**src/rtl/jbt_pkg.sv**
```systemverilog
`timescale 1ns / 1ps
// jbt_pkg: shared types and constants for the json byte tokenizer
package jbt_pkg;

  // token length counter width
  localparam int LEN_BITS = 16;
  localparam logic [LEN_BITS-1:0] LEN_MAX = '1;

  // byte codes
  localparam logic [7:0] CH_TAB    = 8'h09;
  localparam logic [7:0] CH_LF     = 8'h0A;
  localparam logic [7:0] CH_CR     = 8'h0D;
  localparam logic [7:0] CH_SPACE  = 8'h20;
  localparam logic [7:0] CH_DQUOTE = 8'h22;
  localparam logic [7:0] CH_SQUOTE = 8'h27;
  localparam logic [7:0] CH_STAR   = 8'h2A;
  localparam logic [7:0] CH_COMMA  = 8'h2C;
  localparam logic [7:0] CH_SLASH  = 8'h2F;
  localparam logic [7:0] CH_COLON  = 8'h3A;
  localparam logic [7:0] CH_LBRK   = 8'h5B;
  localparam logic [7:0] CH_BSLASH = 8'h5C;
  localparam logic [7:0] CH_RBRK   = 8'h5D;
  localparam logic [7:0] CH_LBRC   = 8'h7B;
  localparam logic [7:0] CH_RBRC   = 8'h7D;

  // token type codes as they appear on the output
  typedef enum logic [3:0] {
    TOK_WS    = 4'd0,
    TOK_NL    = 4'd1,
    TOK_LBRK  = 4'd2,
    TOK_RBRK  = 4'd3,
    TOK_LBRC  = 4'd4,
    TOK_RBRC  = 4'd5,
    TOK_COLON = 4'd6,
    TOK_COMMA = 4'd7,
    TOK_STR   = 4'd8,
    TOK_MULTI = 4'd9,
    TOK_VALUE = 4'd10,
    TOK_LCMT  = 4'd11,
    TOK_BCMT  = 4'd12,
    TOK_BAD   = 4'd13,
    TOK_EOF   = 4'd14
  } tok_t;

  // kind of token currently open
  typedef enum logic [3:0] {
    MODE_IDLE   = 4'd0,
    MODE_WS     = 4'd1,
    MODE_CR     = 4'd2,
    MODE_SLASH  = 4'd3,
    MODE_STR    = 4'd4,
    MODE_LCMT   = 4'd5,
    MODE_BCMT   = 4'd6,
    MODE_VAL    = 4'd7,
    MODE_BADVAL = 4'd8
  } mode_t;

  // lexer state carried from byte to byte
  typedef struct packed {
    mode_t               mode;
    logic                quote_single;
    logic                esc;
    logic [1:0]          flags;       // bit0 multiline, bit1 invalid
    logic                prev_star;
    logic                prev_cr;
    logic                slash_held;
    logic [LEN_BITS-1:0] count;
    logic                over;
  } lex_state_t;

  localparam lex_state_t LEX_RESET = '{
    mode: MODE_IDLE, quote_single: 1'b0, esc: 1'b0, flags: 2'b00,
    prev_star: 1'b0, prev_cr: 1'b0, slash_held: 1'b0,
    count: '0, over: 1'b0
  };

  // one closed token
  typedef struct packed {
    tok_t                kind;
    logic [LEN_BITS-1:0] length;
    logic                over;
  } tok_res_t;

  // all results caused by one input byte
  typedef struct packed {
    tok_res_t first;
    tok_res_t second;
    logic     two;
  } tok_pair_t;

endpackage

```
**src/rtl/json_byte_tokenizer.sv**
```systemverilog
`timescale 1ns / 1ps
// json_byte_tokenizer: byte-serial JSON lexer with comment support
//
//   channel | handshake           | payload
//   --------+---------------------+------------------------------------------------
//   in      | in_valid, in_stall  | data_byte, end_of_input
//   out     | out_valid, out_stall| token_type, token_length, length_saturated, last
//
// One byte is taken per cycle while in_stall is low; its lexer update is a short
// combinational step into the state register, and its results go into a two-entry
// result queue. A byte that closes two tokens presents its results on the output one
// after the other, so such bytes slow the stream; else one per cycle unless stalled.
// Results appear on the output at the earliest the cycle after the byte is taken.
// in_stall rises only when the result queue holds two entries.
// Synchronous reset returns the lexer to idle and empties the queue.
module json_byte_tokenizer
  import jbt_pkg::*;
(
  input  logic                clk,
  input  logic                rst,
  input  logic                in_valid,
  output logic                in_stall,
  input  logic [7:0]          data_byte,
  input  logic                end_of_input,
  output logic                out_valid,
  input  logic                out_stall,
  output logic [3:0]          token_type,
  output logic [LEN_BITS-1:0] token_length,
  output logic                length_saturated,
  output logic                last
);

  lex_state_t st;
  lex_state_t st_next;
  tok_pair_t  lex_pair;
  logic [1:0] lex_cnt;
  tok_pair_t  q0;
  tok_pair_t  q1;
  logic [1:0] q_cnt;
  logic       sel;
  logic       in_acc;
  logic       out_acc;
  logic       push;
  logic       pop;
  tok_res_t   head;

  jbt_lexer u_lexer (
    .st           (st),
    .data_byte    (data_byte),
    .end_of_input (end_of_input),
    .st_next      (st_next),
    .pair         (lex_pair),
    .res_cnt      (lex_cnt)
  );

  // handshake
  assign in_stall  = (q_cnt == 2'd2);
  assign in_acc    = in_valid & ~in_stall;
  assign out_valid = (q_cnt != 2'd0);
  assign out_acc   = out_valid & ~out_stall;
  assign push      = in_acc & (lex_cnt != 2'd0);
  assign pop       = out_acc & (~q0.two | sel);

  // lexer state register
  always_ff @(posedge clk) begin
    if (rst) begin
      st <= LEX_RESET;
    end else if (in_acc) begin
      st <= st_next;
    end
  end

  // result queue control
  always_ff @(posedge clk) begin
    if (rst) begin
      q_cnt <= 2'd0;
      sel   <= 1'b0;
    end else begin
      if (out_acc) begin
        sel <= ~pop;
      end
      if (push && !pop) begin
        q_cnt <= q_cnt + 2'd1;
      end else if (pop && !push) begin
        q_cnt <= q_cnt - 2'd1;
      end
    end
  end

  // result queue payload
  always_ff @(posedge clk) begin
    if (push && pop) begin
      q0 <= lex_pair;
    end else if (pop) begin
      q0 <= q1;
    end else if (push) begin
      if (q_cnt == 2'd0) begin
        q0 <= lex_pair;
      end else begin
        q1 <= lex_pair;
      end
    end
  end

  // output selection from the head entry
  assign head             = sel ? q0.second : q0.first;
  assign token_type       = head.kind;
  assign token_length     = head.length;
  assign length_saturated = head.over;
  assign last             = q0.two ? sel : 1'b1;

  // queue never holds more than two entries
  a_qcnt_range: assert property (@(posedge clk) disable iff (rst)
    q_cnt != 2'd3)
    else $error("result queue count out of range");

  // second result is only selected for a valid two-result head
  a_sel_two: assert property (@(posedge clk) disable iff (rst)
    sel |-> (q0.two && out_valid))
    else $error("second result selected without a two-result head");

  // a taken non-final result is followed by the rest of its byte
  a_rest_follows: assert property (@(posedge clk) disable iff (rst)
    (out_acc && !last) |=> (out_valid && sel))
    else $error("second result lost after first was taken");

  // end of input always yields results and leaves the lexer idle
  a_eof_results: assert property (@(posedge clk) disable iff (rst)
    (in_acc && end_of_input) |-> (lex_cnt != 2'd0))
    else $error("end of input produced no result");

  a_eof_idle: assert property (@(posedge clk) disable iff (rst)
    (in_acc && end_of_input) |=> (st.mode == MODE_IDLE && st.count == '0))
    else $error("lexer not idle after end of input");

endmodule

```
**src/rtl/jbt_lexer.sv**
```systemverilog
`timescale 1ns / 1ps
// jbt_lexer: next-state and token-close logic for one input byte
module jbt_lexer
  import jbt_pkg::*;
(
  input  lex_state_t st,
  input  logic [7:0] data_byte,
  input  logic       end_of_input,
  output lex_state_t st_next,
  output tok_pair_t  pair,
  output logic [1:0] res_cnt
);

  function automatic logic is_delim(input logic [7:0] c);
    return c == CH_TAB || c == CH_LF || c == CH_CR || c == CH_SPACE ||
           c == CH_DQUOTE || c == CH_COMMA || c == CH_COLON ||
           c == CH_LBRK || c == CH_RBRK || c == CH_LBRC || c == CH_RBRC;
  endfunction

  logic [LEN_BITS-1:0] inc_cnt;
  logic                inc_over;
  logic                p_valid;
  tok_res_t            p_res;
  logic                s_valid;
  tok_res_t            s_res;
  logic                do_open;
  logic [1:0]          sflags;
  logic [7:0]          quote_ch;
  logic                is_ctrl;
  tok_t                val_kind;

  // saturating length increment
  assign inc_cnt  = (st.count == LEN_MAX) ? st.count : st.count + LEN_BITS'(1);
  assign inc_over = st.over | (st.count == LEN_MAX);

  assign quote_ch = st.quote_single ? CH_SQUOTE : CH_DQUOTE;
  assign is_ctrl  = (data_byte != 8'h00) && (data_byte < CH_SPACE);
  assign val_kind = (st.mode == MODE_BADVAL) ? TOK_BAD : TOK_VALUE;

  // state update for the open token, then optional open of a new token
  always_comb begin
    st_next = st;
    p_valid = 1'b0;
    p_res   = '{kind: TOK_WS, length: st.count, over: st.over};
    s_valid = 1'b0;
    s_res   = '{kind: TOK_WS, length: LEN_BITS'(1), over: 1'b0};
    do_open = 1'b0;
    sflags  = st.flags;

    if (end_of_input) begin
      // flush pending token, then end-of-file
      if (st.mode != MODE_IDLE) begin
        p_valid = 1'b1;
        unique case (st.mode)
          MODE_WS:   p_res.kind = TOK_WS;
          MODE_CR:   p_res.kind = TOK_NL;
          MODE_LCMT: p_res.kind = TOK_LCMT;
          MODE_VAL:  p_res.kind = TOK_VALUE;
          default:   p_res.kind = TOK_BAD;
        endcase
      end
      s_valid = 1'b1;
      s_res   = '{kind: TOK_EOF, length: '0, over: 1'b0};
      st_next = LEX_RESET;
    end else begin
      unique case (st.mode)
        MODE_WS: begin
          if (data_byte == CH_SPACE || data_byte == CH_TAB) begin
            st_next.count = inc_cnt;
            st_next.over  = inc_over;
          end else begin
            p_valid    = 1'b1;
            p_res.kind = TOK_WS;
            do_open    = 1'b1;
          end
        end
        MODE_CR: begin
          st_next.prev_cr = 1'b0;
          p_valid    = 1'b1;
          p_res.kind = TOK_NL;
          if (data_byte == CH_LF) begin
            p_res.length  = inc_cnt;
            p_res.over    = inc_over;
            st_next.count = inc_cnt;
            st_next.over  = inc_over;
            st_next.mode  = MODE_IDLE;
          end else begin
            do_open = 1'b1;
          end
        end
        MODE_SLASH: begin
          if (data_byte == CH_STAR) begin
            st_next.count     = inc_cnt;
            st_next.over      = inc_over;
            st_next.mode      = MODE_BCMT;
            st_next.prev_star = 1'b0;
          end else if (data_byte == CH_SLASH) begin
            st_next.count = inc_cnt;
            st_next.over  = inc_over;
            st_next.mode  = MODE_LCMT;
          end else if (is_delim(data_byte)) begin
            p_valid    = 1'b1;
            p_res.kind = TOK_BAD;
            do_open    = 1'b1;
          end else begin
            st_next.count      = inc_cnt;
            st_next.over       = inc_over;
            st_next.mode       = MODE_BADVAL;
            st_next.slash_held = 1'b0;
          end
        end
        MODE_STR: begin
          st_next.prev_cr = 1'b0;
          if (st.prev_cr && data_byte == CH_LF) begin
            // LF after an escaped CR is part of the string
            st_next.count = inc_cnt;
            st_next.over  = inc_over;
          end else if (is_ctrl && !st.esc && data_byte == CH_LF) begin
            // bare LF ends the string as invalid, LF opens a newline
            p_valid    = 1'b1;
            p_res.kind = TOK_BAD;
            do_open    = 1'b1;
          end else begin
            if (is_ctrl) begin
              if (!st.esc) begin
                sflags[1] = 1'b1;
              end else if (data_byte == CH_LF) begin
                sflags[0] = 1'b1;
              end else if (data_byte == CH_CR) begin
                sflags[0] = 1'b1;
                st_next.prev_cr = 1'b1;
              end else begin
                sflags[1] = 1'b1;
              end
            end
            st_next.flags = sflags;
            st_next.count = inc_cnt;
            st_next.over  = inc_over;
            if (st.esc) begin
              st_next.esc = 1'b0;
            end else if (data_byte == quote_ch) begin
              p_valid      = 1'b1;
              p_res.length = inc_cnt;
              p_res.over   = inc_over;
              if (sflags[1]) begin
                p_res.kind = TOK_BAD;
              end else if (sflags[0]) begin
                p_res.kind = TOK_MULTI;
              end else begin
                p_res.kind = TOK_STR;
              end
              st_next.mode = MODE_IDLE;
            end else if (data_byte == CH_BSLASH) begin
              st_next.esc = 1'b1;
            end
          end
        end
        MODE_LCMT: begin
          if (data_byte == CH_CR || data_byte == CH_LF) begin
            p_valid    = 1'b1;
            p_res.kind = TOK_LCMT;
            do_open    = 1'b1;
          end else begin
            st_next.count = inc_cnt;
            st_next.over  = inc_over;
          end
        end
        MODE_BCMT: begin
          st_next.count = inc_cnt;
          st_next.over  = inc_over;
          if (data_byte == CH_SLASH && st.prev_star) begin
            p_valid      = 1'b1;
            p_res.kind   = TOK_BCMT;
            p_res.length = inc_cnt;
            p_res.over   = inc_over;
            st_next.mode = MODE_IDLE;
          end else begin
            st_next.prev_star = (data_byte == CH_STAR);
          end
        end
        MODE_VAL, MODE_BADVAL: begin
          if (is_delim(data_byte)) begin
            p_valid    = 1'b1;
            p_res.kind = val_kind;
            do_open    = 1'b1;
          end else if ((data_byte == CH_SLASH || data_byte == CH_STAR) && st.slash_held) begin
            // comment opener inside a value: value ends before the slash
            p_valid    = 1'b1;
            p_res.kind = val_kind;
            if (!st.over) begin
              p_res.length = st.count - LEN_BITS'(1);
            end
            st_next.mode       = (data_byte == CH_SLASH) ? MODE_LCMT : MODE_BCMT;
            st_next.count      = LEN_BITS'(2);
            st_next.over       = 1'b0;
            st_next.prev_star  = 1'b0;
            st_next.slash_held = 1'b0;
          end else begin
            st_next.count      = inc_cnt;
            st_next.over       = inc_over;
            st_next.slash_held = (data_byte == CH_SLASH);
          end
        end
        default: begin
          do_open = 1'b1;
        end
      endcase

      // current byte opens a new token
      if (do_open) begin
        st_next.count      = LEN_BITS'(1);
        st_next.over       = 1'b0;
        st_next.esc        = 1'b0;
        st_next.flags      = 2'b00;
        st_next.prev_star  = 1'b0;
        st_next.prev_cr    = 1'b0;
        st_next.slash_held = 1'b0;
        st_next.mode       = MODE_IDLE;
        unique case (data_byte)
          CH_SPACE, CH_TAB: st_next.mode = MODE_WS;
          CH_LF: begin
            s_valid = 1'b1;
            s_res.kind = TOK_NL;
          end
          CH_CR: begin
            st_next.mode    = MODE_CR;
            st_next.prev_cr = 1'b1;
          end
          CH_LBRK: begin
            s_valid = 1'b1;
            s_res.kind = TOK_LBRK;
          end
          CH_RBRK: begin
            s_valid = 1'b1;
            s_res.kind = TOK_RBRK;
          end
          CH_LBRC: begin
            s_valid = 1'b1;
            s_res.kind = TOK_LBRC;
          end
          CH_RBRC: begin
            s_valid = 1'b1;
            s_res.kind = TOK_RBRC;
          end
          CH_COLON: begin
            s_valid = 1'b1;
            s_res.kind = TOK_COLON;
          end
          CH_COMMA: begin
            s_valid = 1'b1;
            s_res.kind = TOK_COMMA;
          end
          CH_DQUOTE: begin
            st_next.mode         = MODE_STR;
            st_next.quote_single = 1'b0;
          end
          CH_SQUOTE: begin
            st_next.mode         = MODE_STR;
            st_next.quote_single = 1'b1;
          end
          CH_SLASH: st_next.mode = MODE_SLASH;
          default:  st_next.mode = MODE_VAL;
        endcase
      end
    end
  end

  // pack results in order: pending token first
  always_comb begin
    pair.first  = p_valid ? p_res : s_res;
    pair.second = s_res;
    pair.two    = p_valid & s_valid;
    res_cnt     = {1'b0, p_valid} + {1'b0, s_valid};
  end

endmodule

```
**config.mk**
```make
export PLATFORM = sky130hd
export DESIGN_NAME = json_byte_tokenizer
export DESIGN_NICKNAME = d
export VERILOG_FILES = /design/src/rtl/jbt_pkg.sv /design/src/rtl/json_byte_tokenizer.sv /design/src/rtl/jbt_lexer.sv
export SDC_FILE = /design/constraint.sdc
export NUM_CORES = 1
export LEC_CHECK = 0
export ABC_AREA = 1
export BUFFER_PORTS_ARGS = -buffer_cell sky130_fd_sc_hd__buf_2
export CAP_MARGIN = 25
export CORE_MARGIN = 4
export CORE_UTILIZATION = 53
export DETAILED_ROUTE_END_ITERATION = 6
export PLACE_DENSITY = 0.73
export SLEW_MARGIN = 10
export SYNTH_ARGS = -nofsm -noshare
export SYNTH_HDL_FRONTEND = slang
export SYNTH_HIERARCHICAL = 1
export SYNTH_SLANG_ARGS = --single-unit
```
**constraint.sdc**
```tcl
create_clock -name clk -period 6.23 [get_ports clk]
set_input_delay 0.623 -clock clk [delete_from_list [all_inputs] [get_ports clk]]
set_output_delay 0.623 -clock clk [all_outputs]
set_load 0.01 [all_outputs]
```
# Word-level counts from Yosys, hierarchy flattened
# Index checks and enable logic that the tools add are counted.
# word_totals
ff_bits	117
elab_cells	265
output_inout_bits	24
inputBits	13
# op_classes
n_reduce_logical	54
n_eq_ne	45
mux	122
add_sub_neg	5
n_bitwise	13
order_cmp	1
# op_table
operator	n
43-bit two-way mux	4
17-bit two-way mux	9
21-bit two-way mux	6
17-bit case mux with 7 select lines	1
4-bit two-way mux	22
16-bit case mux with 4 select lines	1
8-bit by 6-bit equality test with 1-bit output (second input constant)	7
28-bit two-way mux	2
18-bit two-way mux	3
16-bit two-way mux	3
1-bit two-way mux	44
8-bit by 7-bit equality test with 1-bit output (second input constant)	5
4-bit inequality test (second input constant)	8
8-bit by 4-bit equality test with 1-bit output (second input constant)	3
4-bit by 2-bit inequality test with 1-bit output (second input constant)	6
4-bit case mux with 6 select lines	1
3-bit case mux with 7 select lines	1
20-bit two-way mux	1
4-bit case mux with 5 select lines	1
2-bit two-way mux	9
16-bit by 1-bit adder with 16-bit output (second input constant)	1
16-bit equality test (second input constant)	1
4-bit by 3-bit equality test with 1-bit output (second input constant)	4
4-bit case mux with 4 select lines	1
41 further kinds	96

# Logic depth before layout (Yosys ltp)
# Gate-level depths: netlist of run 1.
# depth
word_depth	25
ltp_mapped	25

# Modules after synthesis
# Netlist of run 1, hierarchy kept.
# by_module_without_submodules
module	cells_each	seq_area_each_um2	area_each_um2	n_inst
json_byte_tokenizer	458	3203.1	4760.8	1
jbt_lexer	830	0.0	3931.3	1

# Worst setup path after synthesis of run 1
# Ideal clock, no wire load.
# synth_path
kind	input-to-reg
startpoint	in data_byte[7]
endpoint	reg q1[0] (netlist name), enable pin
path_stages	16
setup_time_ns	0.497
arrival_time_ns	5.458
required_ns	5.733
n_path_buf	1
slack_ns	0.275
cell_sequence	nor2_4 -> nand3_2 -> nor2_4 -> nor2_2 -> clkinv_2 -> nand2_1 -> nor2_1 -> nand3_2 -> nand2_1 -> nand2_1 -> ha_1 -> buf_4 -> nor2_1 -> nor2_1 -> ha_1 -> nor3_1
# synth_between
elab_chain_cells	24
elab_cells_between_ends	64
# synth_lines
element	line_no	rtl
start, declared	json_byte_tokenizer.sv:23	input logic [7:0] data_byte,
8-bit by 4-bit equality test with 1-bit output (on tied branches)	-	
1-bit logical OR (4 in a row)	jbt_lexer.sv:15	return c == CH_TAB || c == CH_LF || c == CH_CR || c == CH_SPACE ||
1-bit logical OR (3 in a row)	jbt_lexer.sv:16	c == CH_DQUOTE || c == CH_COMMA || c == CH_COLON ||
1-bit logical OR (3 in a row)	jbt_lexer.sv:17	c == CH_LBRK || c == CH_RBRK || c == CH_LBRC || c == CH_RBRC;
1-bit two-way mux	jbt_lexer.sv:101, jbt_lexer.sv:182	
1-bit two-way mux	jbt_lexer.sv:97	end else if (data_byte == CH_SLASH) begin
1-bit two-way mux	jbt_lexer.sv:92	if (data_byte == CH_STAR) begin
1-bit case mux with 7 select lines	jbt_lexer.sv:66	unique case (st.mode)
(+2 left out)	-	
1-bit two-way mux	jbt_lexer.sv:50	if (end_of_input) begin
1-bit by 1-bit adder with 2-bit output (*)	jbt_lexer.sv:273	res_cnt = {1'b0, p_valid} + {1'b0, s_valid};
named net lex_cnt[1]	json_byte_tokenizer.sv:36	logic [1:0] lex_cnt;
2-bit nonzero test (*)	json_byte_tokenizer.sv:61	assign push = in_acc & (lex_cnt != 2'd0);
1-bit AND (*)	json_byte_tokenizer.sv:61	
1-bit logical AND	json_byte_tokenizer.sv:92	if (push && pop) begin
1-bit inverter (no line)	-	
4-bit AND reduction (no line) (*)	-	
end signal, assigned	json_byte_tokenizer.sv:100	q1 <= lex_pair;
end, declared	json_byte_tokenizer.sv:38	tok_pair_t q1;
# Mark *: on every way through the listed nets, which the timed path passes. The rest lies on a longest branch. The select of a mux whose other input is x is not followed.
# A chain may end at the register's enable or synchronous reset.

# Worst setup path in the final report of run 1
# layout_path
startpoint	reg st[24] (netlist name)
endpoint	reg q0[2] (netlist name), enable pin
# layout_between
elab_chain_cells	12
elab_cells_between_ends	24
# layout_lines
element	line_no	rtl
4-bit by 3-bit equality test with 1-bit output / 4-bit equality test (equally long branches)	jbt_lexer.sv:66	
2-bit OR reduction	jbt_lexer.sv:66	
1-bit case mux with 7 select lines	jbt_lexer.sv:66	
1-bit two-way mux	jbt_lexer.sv:50	
1-bit two-way mux	jbt_lexer.sv:210	if (do_open) begin
1-bit two-way mux	jbt_lexer.sv:50	
1-bit by 1-bit adder with 2-bit output (*)	jbt_lexer.sv:273	
named net lex_cnt[0]	json_byte_tokenizer.sv:36	
2-bit nonzero test (*)	json_byte_tokenizer.sv:61	
1-bit AND (*)	json_byte_tokenizer.sv:61	
1-bit logical AND	json_byte_tokenizer.sv:92	
3-bit nonzero test (no line)	-	
2-bit AND reduction (no line) (*)	-	
end signal, assigned	json_byte_tokenizer.sv:93	q0 <= lex_pair;
end signal, assigned	json_byte_tokenizer.sv:95	q0 <= q1;
end signal, assigned	json_byte_tokenizer.sv:98	q0 <= lex_pair;
end, declared	json_byte_tokenizer.sv:37	tok_pair_t q0;
# Marks and branches as above.

==> results of run 1 <==
[final cells by class]
cell class | instances | area (um^2) | share of cell area (%)
multi-input combinational | 991 | 4660 | 49.3
sequential | 117 | 3200 | 33.9
inverter | 124 | 467 | 4.94
clock buffer | 18 | 429 | 4.55
tap | 216 | 270 | 2.86
timing repair buffer | 43 | 233 | 2.47
clock inverter | 13 | 183 | 1.94
[final timing paths]
kind	startpoint	to
setup / recovery	st[24]	q0[2]
hold / removal	rst	q_cnt[0]
setup reg to reg	st[24]	q0[2]
hold reg to reg	st[20]	st[20]
[metrics by stage]
stage	total power [W]	setup WS [ns]	instance area, um^2	hold slack (ns)
after global placement	0.00270	1.70	8830	0.487
after floorplan	0.00232	0.275	8750	0.449
after global routing	0.00398	1.58	9440	0.380
final	0.00374	1.95	9440	0.377
after detailed placement	0.00271	1.63	8830	0.499
after CTS	0.00374	2.03	9440	0.361
[layer usage]
metal,global-route usage [%],part of all wire [%]
met5,0,0
met4,9.74,2.5
met3,4.92,8.6
met2,44.2,45
met1,39.2,44
[cells by family (layout without fill, tap and decap cells)]
kind of cell | after synthesis | count (layout) | synth area share, %
other | 1 | 16 | 0.0431
AO/OA/AOI/OAI | 158 | 158 | 10.3
adder cells (fa/ha/maj) | 6 | 6 | 0.864
buffers and inverters | 195 | 198 | 10.4
flip-flops | 117 | 117 | 36.9
AND/OR/NAND/NOR | 801 | 801 | 40.5
XOR/XNOR | 10 | 10 | 1.01
[power breakdown]
part / leakage [nW] / switching (W) / internal [W]
Clock: 0.290 / 0.000350 / 0.000665
Sequential: 1.06 / 0.000138 / 0.00113
Combinational: 3.01 / 0.00104 / 0.000410
[cells in the mapped netlist (all sizes together)]
master and instances:
o21a 3, nor3 19, conb 1, o2111a 1, nand3b 1, nand4 63, dfxtp 31, nand2 435
nand3 86, ha 6, a21boi 4, o211ai 5, a21oi 51, nor2b 1, nor4 2, inv 122
nor2 191, a22oi 11, a31oi 2, o31ai 2, xor2 8, buf 60, o21ai 76, and3 1
xnor2 2, and2 2, clkbuf 11, clkinv 2, o22ai 1, o21bai 1, o41ai 1, edfxtp 86
[registers in the layout, indices dropped and copies added (netlist names)]
signal,cells
q1,43
q0,43
st,28
sel,1
q_cnt,2
==> results.md, run 1 <==
* First-pass GRT wire length at 41000 um
* Post-route DRC at 1
* Power per cell area at 396 nW/um^2
* Slew @ Worst Pin at about 1.0 ns
* Top delay family on crit path: simple AND/OR/NAND/NOR gates
* Via count at 8662
* Area contributors post-synth: edfxtp_1 30%, nand2_1 18%, nor2_1 7.4%
* Initial antenna violation count at 0
* Most frequent cells in the layout: 418 x nand2_1, 172 x nor2_1, 102 x inv_1
* CP Buf/Inv Count at 4
* Detail Route Antenna Nets at 0
* CP max stage delay at 0.54 ns
* TritonCTS clock tree: yes
* Dominant cell type by area after synthesis: edfxtp_1
* Remaining Overflow, GRT at 0
* Critical path type: reg2reg
* Seq/Total Area, Yosys at 36.9%
* Final Hold Viols at 0
* Final core occ at 59.0%
* Clock-pin slew on the worst setup and hold paths at 0.06 ns
* HP Class: in2reg
* Post-placement cell count at 1491
* Number of global-route vias before repair at 7834
* Worst clock skew at ~0.0082 ns
* Ports at 37
* Total GRT Usage at between 20 and 30%
* Inserted Diodes at 0
* Period minus WS final at 4.28 ns
* Post-Route WL at 25500 um
* VDD IR max at 191 uV
* Most used cell, CP: nor2_1
* # clock sinks at around 120
* Avg Cell Area, Syn at between 6 and 7 um^2
* CP Max Fanout at 24
* Period utilization at 68.7%
* First-pass DRT Iterations at 7
* Failing checks: DRC
* Post-Layout Cell Count at roughly 1500
* CTS Buf Count at 17
* Worst Path Arrival at 4.37 ns
* Setup_tns at 0 ns
* Std-Cell Rows at 46
* Port Buf Inserts at 36
* Fmax at 234 MHz
* Fraction of layout cells with a size suffix above 1 at a little over a tenth
* Max Cap Viol at 0
* Synth Cell Area at around 8700 um^2
* PostCTS Resize Cnt at 0
* Area of the die at 18500 um^2
* YS warnings at 6
* Commonest non-fill, non-tap cell in the layout: nand2_1
* Status: finished, violations left
* R2r worst-path depth at 16
* Critical-path top delay cell: a21oi_4
* DRT iter0 DRCs at around 1200
* Clock root buffer master: clkbuf_16
* Cell count of the worst hold path at 2
* Die width at ~140 um
* Leakage at about 4.4 nW
* Register bit total from synthesis at 117
* Endpoints failing setup at 0
* Core area at ~16000 um^2
* CP required at between 6 and 7 ns
* DR WL/cell at 16.7 um
* H-Tree Depth at 4
* Area share of the largest cell type after synthesis at slightly below 30%
* RSZ-0062 raised after global routing: no
* Largest net degree at the start of global routing at 47
* Worst rel slew slack at 33.3%
* Crit path cell chain: nand2_1 -> nor2_1 -> inv_1 -> nand3_1 -> inv_1 -> nor2_1 -> nand3_2 -> nand2_1 -> nand2_1 -> ha_1 -> nor2_1 -> nor2_1 -> inv_1 -> ha_1 -> a21oi_4 -> buf_4
* Clk_lat worst skew at 0.41 ns
* CTS Hold Buffers Added at 0
* Setup bufs post-CTS at 0
* Area Overhead vs Synth at 8.61%
* Critical Path Stages at 16
* Starting density of the core at 54.3%
* Setup crit start kind: register
* Gpl congestion at 1.02
* Max Root-Sink Buffers at 2
* Layout Nets at 1313
* Max Slew Vio Count at 0
* Syn Inst Count at 1288
* Worst Setup End Kind: register
* Worst reg2reg setup slack at 1.95 ns
* Die span in y at 136 um
* Cell variety after synth at a little over 50
* Final HPWL from detailed placement at around 18000 um
* Filler cell count at 1606
* Vias per inst at 5.69
Power figures use the tool's default switching activity.
==> inputs of run 2 (changes only) <==
--- a/config.mk
+++ b/config.mk
@@ -11,7 +11,7 @@
 export CORE_MARGIN = 4
 export CORE_UTILIZATION = 53
 export DETAILED_ROUTE_END_ITERATION = 6
-export PLACE_DENSITY = 0.73
+export PLACE_DENSITY = 0.7
 export SLEW_MARGIN = 10
 export SYNTH_ARGS = -nofsm -noshare
 export SYNTH_HDL_FRONTEND = slang
==> constraint.sdc (replaced) <==
create_clock -name clk -period 4.11 [get_ports clk]
set_input_delay 0.411 -clock clk [delete_from_list [all_inputs] [get_ports clk]]
set_output_delay 0.411 -clock clk [all_outputs]
set_load 0.01 [all_outputs]
==> run 2 against run 1 <==
Net effect: the flow now finishes without violations; clock-buffer cell count up 1; clock skew up 0.0034 ns; maximum frequency up 15%; worst hold slack worse by 0.21 ns; cell area up 1.3%; final cell count up 0.85%; via count up 0.52%; sequential power up 51%; first-iteration DRC count down 18%; core utilization up 0.78 points; critical endpoint is now q0[38].
==> results.md, run 2 (synthesis gave the netlist of run 1 again) <==
* Status: finished, final reports clean
* Area of the die at 18500 um^2 (unchanged)
* Starting density of the core at 54.3% (unchanged)
* Max Cap Viol at 0 (unchanged)
* CTS Buf Count at 17 (unchanged)
* Area Overhead vs Synth at 10.0%
* Setup WS post-layout at 0.385 ns (-1.56 ns)
* Number of global-route vias before repair at 7723 (-1.4%)
* Post-Route WL at 26400 um (+3.4%)
* Worst rel slew slack at 35.2% (+1.9 points)
* Largest net degree at the start of global routing at 47 (unchanged)
* CP required at 4.27 ns (-2.05 ns)
* Setup crit start kind: register
* Period utilization at 90.6% (+22 points)
* Clock-pin slew on the worst setup and hold paths at 0.06 ns (about the same)
* Setup_tns at 0 ns (unchanged)
* Via count at 8707 (+0.52%)
* # clock sinks at 117 (unchanged)
* CP Max Fanout at 31 (+29%)
* First-pass GRT wire length at 42100 um (+2.6%)
* Worst reg2reg setup slack at 0.38 ns (-1.56 ns)
* Max Root-Sink Buffers at 2 (unchanged)
* Detail Route Antenna Nets at 0 (unchanged)
* Port Buf Inserts at 36 (unchanged)
* HP Class: in2reg
* Critical path type: reg2reg
* CTS Hold Buffers Added at 0 (unchanged)
* Die width at 136 um (unchanged)
* Ports at 37 (unchanged)
* Layout Nets at 1325 (+0.91%)
* Power per cell area at 603 nW/um^2 (+52%)
* DR WL/cell at 17.2 um (+2.5%)
* Clk_lat worst skew at 0.42 ns (about the same)
* Slew @ Worst Pin at 0.971 ns (-0.0268 ns)
* Worst Setup End Kind: register
* Inserted Diodes at 0 (unchanged)
* Worst Path Arrival at 3.88 ns (-0.49 ns)
* Post-route DRC at 0 (-1)
* H-Tree Depth at 4 (unchanged)
* Std-Cell Rows at 46 (unchanged)
* Leakage at 4.42 nW (+1.4%)
* Fmax at 268 MHz (+15%)
* Core area at 16000 um^2 (unchanged)
* Worst clock skew at 0.0116 ns (+0.00344 ns)
* Initial antenna violation count at 0 (unchanged)
* Gpl congestion at 1.01 (-1.1%)
* Final HPWL from detailed placement at 18800 um (+2.1%)
* DRT iter0 DRCs at 939 (-18%)
* Max Slew Vio Count at 0 (unchanged)
* Commonest non-fill, non-tap cell in the layout: nand2_1
* Period minus WS final at 3.73 ns (-0.557 ns)
* Die span in y at 136 um (unchanged)
* Endpoints failing setup at 0 (unchanged)
* Remaining Overflow, GRT at 0 (unchanged)
* Setup bufs post-CTS at 0 (unchanged)
* Vias per inst at 5.67 (-0.33%)
* RSZ-0062 raised after global routing: no
* Top Registers: q0 (43), q1 (43), st (28)
* Total GRT Usage at 28.9% (+0.84 points)
* Clock root buffer master: clkbuf_16
* VDD IR max at 323 uV (+69%)
* Most frequent cells in the layout: 418 x nand2_1, 172 x nor2_1, 102 x inv_1
* PostCTS Resize Cnt at 0 (unchanged)
* First-pass DRT Iterations at 7 (unchanged)
* Final Hold Viols at 0 (unchanged)
* TritonCTS clock tree: yes
* Fraction of layout cells with a size suffix above 1 at 11.8% (+0.95 points)
* Setup WS pre-CTS at 0.436 ns (-1.19 ns)
## run 2: power breakdown
group	switching, W	total [W]	internal, W	leakage, nW
Sequential	0.000204	0.00192	0.00171	1.06
Combinational	0.00163	0.00231	0.000681	3.07
Clock	0.000570	0.00155	0.000977	0.287
Total	0.00240	0.00577	0.00337	4.42
## run 2: cell type report
cell class | count | area (um^2)
Multi-Input combinational cell | 991 | 4660
Sequential cell | 117 | 3200
Timing Repair Buffer | 55 | 348
Clock inverter | 13 | 173
Tap cell | 216 | 270
Fill cell | 1592 | 6430
Clock buffer | 19 | 443
Inverter | 124 | 467
## run 2: path summary, 6_finish.rpt
path / from / endpoint / cells past startpoint
min reg2reg: st[3] / st[3] / 2
min: rst / q_cnt[0] / 2
max reg2reg: st[27] / q0[38] / 17
max: st[27] / q0[38] / 17
## run 2: through the flow
step                      area [um^2]  utilization, %  hold WS, ns  total power (W)  instances
after global placement           8950            55.9        0.466          0.00419       1503
after global routing             9570            59.8        0.162          0.00613       1535
after CTS                        9570            59.8        0.151          0.00576       1535
after detailed placement         8950            55.9        0.480          0.00420       1503
final                            9570            59.8        0.163          0.00577       1535
after floorplan                  8760               -        0.449          0.00352       1303
## run 2: critical path, cell delays in order (launching register included)
cell and delay (ns):
dfxtp_1 0.40, nor2_2 0.20, nand3_2 0.19, nor2_2 0.49, clkinv_2 0.32, nand2_1 0.15, nor2_1 0.08, nand3_2 0.09
nand2_1 0.09, nand2_1 0.07, ha_1 0.22, nor2_1 0.09, nor2_1 0.08, ha_1 0.28, inv_2 0.12, nand3_4 0.31
nand2_1 0.20, nand2_1 0.08
## run 2: metal layers
metal  GRT usage (%)  wire length (um)  vias up  share of wire [%]
li1                -                 -     4242                  -
met1            41.9             11800     3977                 45
met2            44.4             11700      418                 45
met3            4.74              2170       70                8.2
met4            9.07               690        0                2.6
met5               0                 0        -                  0
